<file path="src/hdl/potts_metropolis_update_unit_assert.svh">
// Assertion macros shared by the Potts update unit RTL.
`ifndef POTTS_METROPOLIS_UPDATE_UNIT_ASSERT_SVH
`define POTTS_METROPOLIS_UPDATE_UNIT_ASSERT_SVH

// Property checked at every rising clk edge outside reset.
`define PMU_ASSERT(label, prop, msg) \
  label: assert property (@(posedge clk) disable iff (rst) (prop)) else $error(msg);

// When pre holds, post must hold in the next cycle.
`define PMU_ASSERT_NEXT(label, pre, post, msg) \
  label: assert property (@(posedge clk) disable iff (rst) (pre) |=> (post)) else $error(msg);

`endif

</file>
<file path="src/hdl/pmu_pkg.sv">
// Shared types, codes and constants of the Potts Metropolis update unit.
`default_nettype none

package pmu_pkg;

  // Default lattice geometry.
  localparam int unsigned SIDE_DEFAULT      = 512;
  localparam int unsigned SPIN_BITS_DEFAULT = 4;

  // Fixed payload field widths.
  localparam int unsigned FUNC_W      = 2;
  localparam int unsigned COORD_W     = 9;
  localparam int unsigned FIELD_SPIN_W = 4;
  localparam int unsigned DRAW_W      = 32;
  localparam int unsigned NS_W        = 4;
  localparam int unsigned DH_W        = 4;
  localparam int unsigned CFG_IDX_W   = 3;
  localparam int unsigned CFG_DATA_W  = 32;
  localparam int unsigned MAX_COORD_W = 12;

  // Operation codes.
  typedef logic [FUNC_W-1:0] func_t;
  localparam func_t FUNC_UPDATE = 2'd0;
  localparam func_t FUNC_WRITE  = 2'd1;
  localparam func_t FUNC_READ   = 2'd2;

  // Configuration register indexes.
  typedef logic [CFG_IDX_W-1:0] cfg_idx_t;
  localparam cfg_idx_t REG_NUM_STATES = 3'd0;
  localparam cfg_idx_t REG_PROB_ONE   = 3'd1;
  localparam cfg_idx_t REG_PROB_TWO   = 3'd2;
  localparam cfg_idx_t REG_PROB_THREE = 3'd3;
  localparam cfg_idx_t REG_PROB_FOUR  = 3'd4;

  // Configuration reset values.
  localparam logic [NS_W-1:0]   NUM_STATES_RST = 4'd3;
  localparam logic [DRAW_W-1:0] PROB_ONE_RST   = 32'd1571958030;
  localparam logic [DRAW_W-1:0] PROB_TWO_RST   = 32'd575525617;
  localparam logic [DRAW_W-1:0] PROB_THREE_RST = 32'd210609431;
  localparam logic [DRAW_W-1:0] PROB_FOUR_RST  = 32'd77090627;

  // Sequencer states.
  typedef enum logic [6:0] {
    ST_IDLE   = 7'b0000001,
    ST_ADDR   = 7'b0000010,
    ST_RD0    = 7'b0000100,
    ST_RD1    = 7'b0001000,
    ST_RD2    = 7'b0010000,
    ST_RD3    = 7'b0100000,
    ST_DECIDE = 7'b1000000
  } state_t;

  // Lane enables for the shared neighbor compare unit.
  typedef struct packed {
    logic use_a;
    logic use_b;
  } cmp_ctl_t;

  // Reduces a coordinate modulo side with a short chain of conditional
  // subtractions; valid for side of four and above.
  function automatic logic [MAX_COORD_W-1:0] coord_mod(input logic [COORD_W-1:0] v,
                                                       input int unsigned side);
    logic [19:0] r;
    logic [19:0] s;
    r = 20'(v);
    for (int k = 6; k >= 0; k--) begin
      s = 20'(side) << k;
      if (r >= s) begin
        r = r - s;
      end
    end
    return r[MAX_COORD_W-1:0];
  endfunction

endpackage

`default_nettype wire

</file>
<file path="src/hdl/pmu_cmp_unit.sv">
// Shared neighbor compare unit: per lane, disagreement with the candidate
// minus disagreement with the current color.
`default_nettype none

module pmu_cmp_unit #(
  parameter int unsigned SPIN_BITS = pmu_pkg::SPIN_BITS_DEFAULT
) (
  input  wire pmu_pkg::cmp_ctl_t       ctl,
  input  wire logic [SPIN_BITS-1:0]    val_a,
  input  wire logic [SPIN_BITS-1:0]    val_b,
  input  wire logic [SPIN_BITS-1:0]    cand,
  input  wire logic [SPIN_BITS-1:0]    cur,
  output logic signed [2:0]            delta
);

  logic signed [2:0] da;
  logic signed [2:0] db;

  // Each enabled lane contributes -1, 0 or +1 to the energy change.
  always_comb begin
    da = 3'sd0;
    db = 3'sd0;
    if (ctl.use_a) begin
      da = $signed({2'b00, val_a != cand}) - $signed({2'b00, val_a != cur});
    end
    if (ctl.use_b) begin
      db = $signed({2'b00, val_b != cand}) - $signed({2'b00, val_b != cur});
    end
    delta = da + db;
  end

endmodule

`default_nettype wire

</file>
<file path="config.mk">
export PLATFORM = sky130hd
export DESIGN_NAME = pmu_cmp_unit
export DESIGN_NICKNAME = d
export VERILOG_FILES = /design/src/hdl/potts_metropolis_update_unit_assert.svh /design/src/hdl/pmu_pkg.sv /design/src/hdl/pmu_cmp_unit.sv
export SDC_FILE = /design/constraint.sdc
export NUM_CORES = 1
export LEC_CHECK = 0
export BUFFER_PORTS_ARGS = -buffer_cell sky130_fd_sc_hd__buf_4
export CORE_AREA = 2 2 39 41
export DETAILED_ROUTE_END_ITERATION = 10
export DIE_AREA = 0 0 41 43
export RECOVER_POWER = 25
export SLEW_MARGIN = 20
export SYNTH_ARGS = -nofsm -noshare
export SYNTH_HDL_FRONTEND = slang
export SYNTH_SLANG_ARGS = --single-unit
</file>
<file path="constraint.sdc">
create_clock -name vclk -period 5.5
set_clock_uncertainty 0.1 [all_clocks]
set_input_delay 1.65 -clock vclk [all_inputs]
set_output_delay 1.65 -clock vclk [all_outputs]
set_load 0.05 [all_outputs]
</file>
==> summary.md, run 1 <==
| Metric | Value |
|---|---|
| Worst IR Drop VDD | `0.00003047 V` |
| Vias in the first global route | `252` |
| Startpoint Class | `input port` |
| Fin Setup TNS | `0 ns` |
| Worst hold-check path type | `in -> out` |
| Clkbuf count | `0` |
| Leak Pwr | `0.2024 nW` |
| Final Cell Area | `between 400 and 500 µm²` |
| Global-route wire length before repair | `a little under 900 µm` |
| DIE AREA | `1763 µm²` |
| Vias | `between 200 and 300` |
| Slew Limit Headroom | `79.87%` |
| Die X | `41 µm` |
| Hpwl dp | `~550 µm` |
| Storage cell area | `0 µm²` |
| Initial antenna violation count | `0` |
| Post-route minimum period | `5.163 ns` |
| P&R area growth vs syn | `66.18%` |
| DRC viols | `0` |
| Sequential share of the synthesized area | `0%` |
| Mean Syn Cell Area | `between 8 and 9 µm²` |
| FF+latch count | `0` |
| Cells after synthesis | `29` |
| Fin. max-slew vios | `0` |
| # nets final | `74` |
| Commonest non-fill, non-tap cell in the layout | `buf_4` |
| # diodes | `0` |
| Hold Path Origin | `ctl[0]` |
| Required @ worst endpoint | `3.75 ns` |
| Post-CTS resize count | `0` |
| Fmax | `193.7 MHz` |
| Worst Tran Pin Value | `0.2991 ns` |
| CP max stage cell | `fa_1` |
| Setup-failing EPs final | `0` |
| Post-synth cell types | `9` |
| RSZ-0062 raised after global routing | `no` |
| Hold Path End | `delta[0]` |
| Worst slack, placed | `0.3834 ns` |
| Top cells by area, synth | `xnor2_1 27%, xor2_1 27%, ha_1 14%` |
| Multi-input logic area | `~250 µm²` |
| IO buf count | `21` |
| Total grt overflow | `0` |
| Max Cap Viol | `0` |
| # IOs | `21` |
| Outcome | `completed` |
| Biggest area consumer among synthesized cells | `xnor2_1` |
| Final worst path period share | `93.87%` |
| Vias per cell | `4.045` |
| Wire length per cell | `approximately 8.7 µm` |
| Final setup margin | `roughly 0.34 ns` |
| Filler instances | `157` |
| Synth Cell Area | `259.0 µm²` |
| DRT Wirelength | `572 µm` |
| Row cnt | `14` |
| WHS | `3.715 ns` |
| Worst Setup End Kind | `primary output` |
| Slowest stage delay, CP | `approximately 0.4 ns` |
| Most frequent cells in the layout | `21 x buf_4, 8 x xor2_1, 8 x xnor2_1` |
| Final hold vios | `0` |
| Overall Global Routing Usage | `6.600%` |
| Post-DP Area | `436.7 µm²` |
| Arrival @ worst endpoint | `3.41 ns` |
| Drt initial violations | `2` |
| Yosys warnings | `0` |
| Die Y | `around 43 µm` |
| WS Path Type | `in -> out` |
| Syn nets | `51` |
| Non-filler cells, final | `66` |
| DR pass1 iterations | `2` |
| Core area | `1384 µm²` |
| Largest net degree at the start of global routing | `3` |
| Share of cells above drive strength 1 | `44.00%` |
| Crit-path cells | `buf_4 -> xor2_1 -> nor4_1 -> ha_1 -> nor2b_1 -> ha_1 -> fa_1 -> buf_4` |
| Pwr dens | `around 87 nW/µm²` |
| Starting density of the core | `18.72%` |
| Setup Buffers After CTS | `0` |
| Power Total | `37.43 µW` |
| RePlAce Congestion | `0.6792` |
| Yosys top cell area share | `27.05%` |
| Placed insts | `66` |
| Hold depth | `4` |
| Util after Layout | `31.10%` |
| CTS Hold Bufs | `0` |
| Routed Antenna Nets | `0` |
| CP Max Fanout | `2` |
-- worst max-delay path by stage --
stage	start	end	slack, ns	cells after the start
6_report	cand[1]	delta[1]	0.34	8
3_5_place_dp	cand[1]	delta[1]	0.38	8
3_3_place_gp	val_a[1]	delta[1]	0.38	8
5_1_grt	cand[1]	delta[1]	0.21	8
2_1_floorplan	val_a[1]	delta[1]	0.51	6
4_1_cts	cand[1]	delta[1]	0.38	8
-- layer usage --
| layer | up-vias | track usage [%] | part of all wire, % |
|---|---|---|---|
| li1 | 139 | - | - |
| met1 | 115 | 8.889 | 36 |
| met2 | 13 | 11.56 | 51 |
| met3 | 0 | 0.5236 | 13 |
| met4 | 0 | 0 | 0 |
| met5 | - | 0 | 0 |
-- power breakdown --
group | total, mW | switching (mW) | leakage [nW] | internal (mW)
clock network | 0 | 0 | 0 | 0
logic | 0.0374 | 0.0184 | 0.202 | 0.0190
registers | 0 | 0 | 0 | 0
total | 0.0374 | 0.0184 | 0.202 | 0.0190
-- worst max-delay path: cells and delay by family --
kind,cells,cell delay [ns]
buf+inv,2,0.32
fa+ha+maj,3,0.85
xor+xnor,1,0.15
simple gates,2,0.44
-- Yosys cell counts --
library cell  number
ha_1               3
nor2b_1            2
xnor2_1            8
nor4_2             2
xor2_1             8
nand2_1            2
fa_1               1
nand4_1            2
inv_1              1
-- layout make-up --
cell class | count | area share, %
timing repair buffer | 21 | 36.63
tap | 16 | 4.651
inverter | 1 | 0.8721
multi-input combinational | 28 | 57.85
-- cells by family after synthesis --
logic type	count (synthesis)	share of synthesized area (%)
buffers and inverters	1	1.448
adder cells (fa/ha/maj)	4	22.22
AND/OR/NAND/NOR	8	22.22
XOR/XNOR	16	54.11
(Power assumes the default switching activity.)
==> inputs of run 2 (changes only) <==
Settings changed: BUFFER_PORTS_ARGS -buffer_cell sky130_fd_sc_hd__buf_4 to not set, CAP_MARGIN set to 40, DONT_BUFFER_PORTS set to 1.
==> run 2 against run 1 <==
Against the previous run: sequential share of layout area unchanged; via count shrank 32%; cell count down 32%; maximum frequency grew 0.95%; wire length is 9.6% lower; utilization fell by 11 points; worst hold slack lost 0.088 ns; final area shrank 37%; power shrank 40%; global-route usage is 1.1 points lower; first-iteration DRC count down 100%; combinational power shrank 40%.
==> summary.md, run 2 (synthesis gave the netlist of run 1 again) <==
| Metric | Value |
|---|---|
| P&R area growth vs syn | `5.314% (was 66.18%)` |
| Final hold vios | `0 (unchanged)` |
| Worst hold-check path type | `in -> out (unchanged)` |
| DIE AREA | `1763 µm² (unchanged)` |
| Fin Setup TNS | `0 ns (unchanged)` |
| Met3 GRT Util | `1.047% (was 0.5236%)` |
| CP Max Fanout | `2 (unchanged)` |
| Total grt overflow | `0 (unchanged)` |
| Routed Antenna Nets | `0 (unchanged)` |
| Critical Path Source | `val_a[1] (was cand[1])` |
| Outcome | `completed (unchanged)` |
| Slew Limit Headroom | `67.19% (was 79.87%)` |
| Setup-failing EPs final | `0 (unchanged)` |
| Critical path buffers and inverters | `0 (was 2)` |
| IO buf count | `0 (was 21)` |
| # diodes | `0 (unchanged)` |
| Setup Buffers After CTS | `0 (unchanged)` |
| Global-route wire length before repair | `703 µm (was 876 µm)` |
| M2 GR Usage | `8.438% (was 11.56%)` |
| Post-route minimum period | `5.114 ns (was 5.163 ns)` |
| Core area | `1384 µm² (unchanged)` |
| Overall Global Routing Usage | `5.495% (was 6.600%)` |
| # nets final | `53 (was 74)` |
| Post-DP Area | `279.0 µm² (was 436.7 µm²)` |
| Worst Setup End Kind | `primary output (unchanged)` |
| Row cnt | `14 (unchanged)` |
| Gr busiest metal | `met2 (unchanged)` |
| Vias per cell | `4.044 (was 4.045)` |
| Pwr dens | `82.86 nW/µm² (was 86.96 nW/µm²)` |
| DRC viols | `0 (unchanged)` |
| Wire length per cell | `11.49 µm (was 8.667 µm)` |
| Leak Pwr | `0.09986 nW (was 0.2024 nW)` |
| FF+latch count | `0 (unchanged)` |
| DRT Wirelength | `517 µm (was 572 µm)` |
| Most frequent cells in the layout | `8 x xor2_1, 8 x xnor2_1, 3 x ha_1 (was 21 x buf_4, 8 x xor2_1, 8 x xnor2_1)` |
| Final worst path period share | `92.99% (was 93.87%)` |
| Vias in the first global route | `192 (was 252)` |
| Grt met1 use | `8.228% (was 8.889%)` |
| Most common cell on crit path | `ha_1` |
| RSZ-0062 raised after global routing | `no (unchanged)` |
| Largest net degree at the start of global routing | `3 (unchanged)` |
| RePlAce Congestion | `0.6120 (was 0.6792)` |
| Starting density of the core | `18.72% (unchanged)` |
| Final Cell Area | `272.8 µm² (was 430.4 µm²)` |
| Die Y | `43 µm (unchanged)` |
| Crit-path cells | `xor2_1 -> nor4_1 -> ha_1 -> nor2b_1 -> ha_1 -> fa_1 (was buf_4 -> xor2_1 -> nor4_1 -> ha_1 -> nor2b_1 -> ha_1 -> fa_1 -> buf_4)` |
| Drt initial violations | `0 (was 2)` |
| Worst IR Drop VDD | `0.00001987 V (was 0.00003047 V)` |
| Vias | `182 (was 267)` |
| Die X | `41 µm (unchanged)` |
| CTS Hold Bufs | `0 (unchanged)` |
| Fmax | `195.5 MHz (was 193.7 MHz)` |
| Startpoint Class | `input port (unchanged)` |
| Required @ worst endpoint | `3.75 ns (about the same)` |
| # IOs | `21 (unchanged)` |
| WS Path Type | `in -> out (unchanged)` |
| CP max stage cell | `fa_1 (unchanged)` |
| Clkbuf count | `0 (unchanged)` |
| DR pass1 iterations | `1 (was 2)` |
| Slowest stage delay, CP | `0.80 ns (was 0.40 ns)` |
| Initial antenna violation count | `0 (unchanged)` |
| Hpwl dp | `507.4 µm (was 551.4 µm)` |
| Post-CTS resize count | `0 (unchanged)` |
| Hold Path Origin | `ctl[0] (unchanged)` |
| Storage cell area | `0 µm² (unchanged)` |
| CP delay by family, top | `adder cells (unchanged)` |
| Arrival @ worst endpoint | `3.36 ns (was 3.41 ns)` |
| Max Cap Viol | `0 (unchanged)` |
| Share of cells above drive strength 1 | `3.448% (was 44.00%)` |
| Worst Tran Pin Value | `0.4916 ns (was 0.2991 ns)` |
| Fin. max-slew vios | `0 (unchanged)` |
-- run 2: cell types whose count changed in the layout (fill, tap and decap cells not counted) --
cell | previous run | this run
buf_4 | 21 | 0
-- run 2: cell type report --
| cell class | instances | area (µm²) |
|---|---|---|
| Inverter | 1 | 3.754 |
| Multi-Input combinational cell | 28 | 249.0 |
| Fill cell | 155 | 1111 |
| Tap cell | 16 | 20.02 |
-- run 2: final timing paths --
kind	endpoint	slack [ns]	cells past startpoint
setup / recovery	delta[1]	0.39	6
hold / removal	delta[2]	3.63	3
-- run 2: routing by layer --
layer | vias to the layer above | routed length [µm]
li1 | 97 | -
met1 | 71 | 200
met2 | 14 | 243
met3 | 0 | 73
met4 | 0 | 0
met5 | - | 0
-- run 2: power by group --
part           switching, mW  internal [mW]
sequential                 0              0
clock                      0              0
combinational         0.0128        0.00983
total                 0.0128        0.00983
-- run 2: through the flow --
step | utilization [%] | hold WS (ns) | instances | setup WS, ns | power [mW]
finish | 19.71 | 3.627 | 45 | 0.3856 | 0.02260
global placement | 20.16 | 3.629 | 45 | 0.4316 | 0.02338
global route | 19.71 | 3.655 | 45 | 0.2362 | 0.02448
floorplan | - | 3.608 | 29 | 0.5111 | 0.02111
detailed placement | 20.16 | 3.637 | 45 | 0.4376 | 0.02347
CTS | 20.16 | 3.637 | 45 | 0.4259 | 0.02364
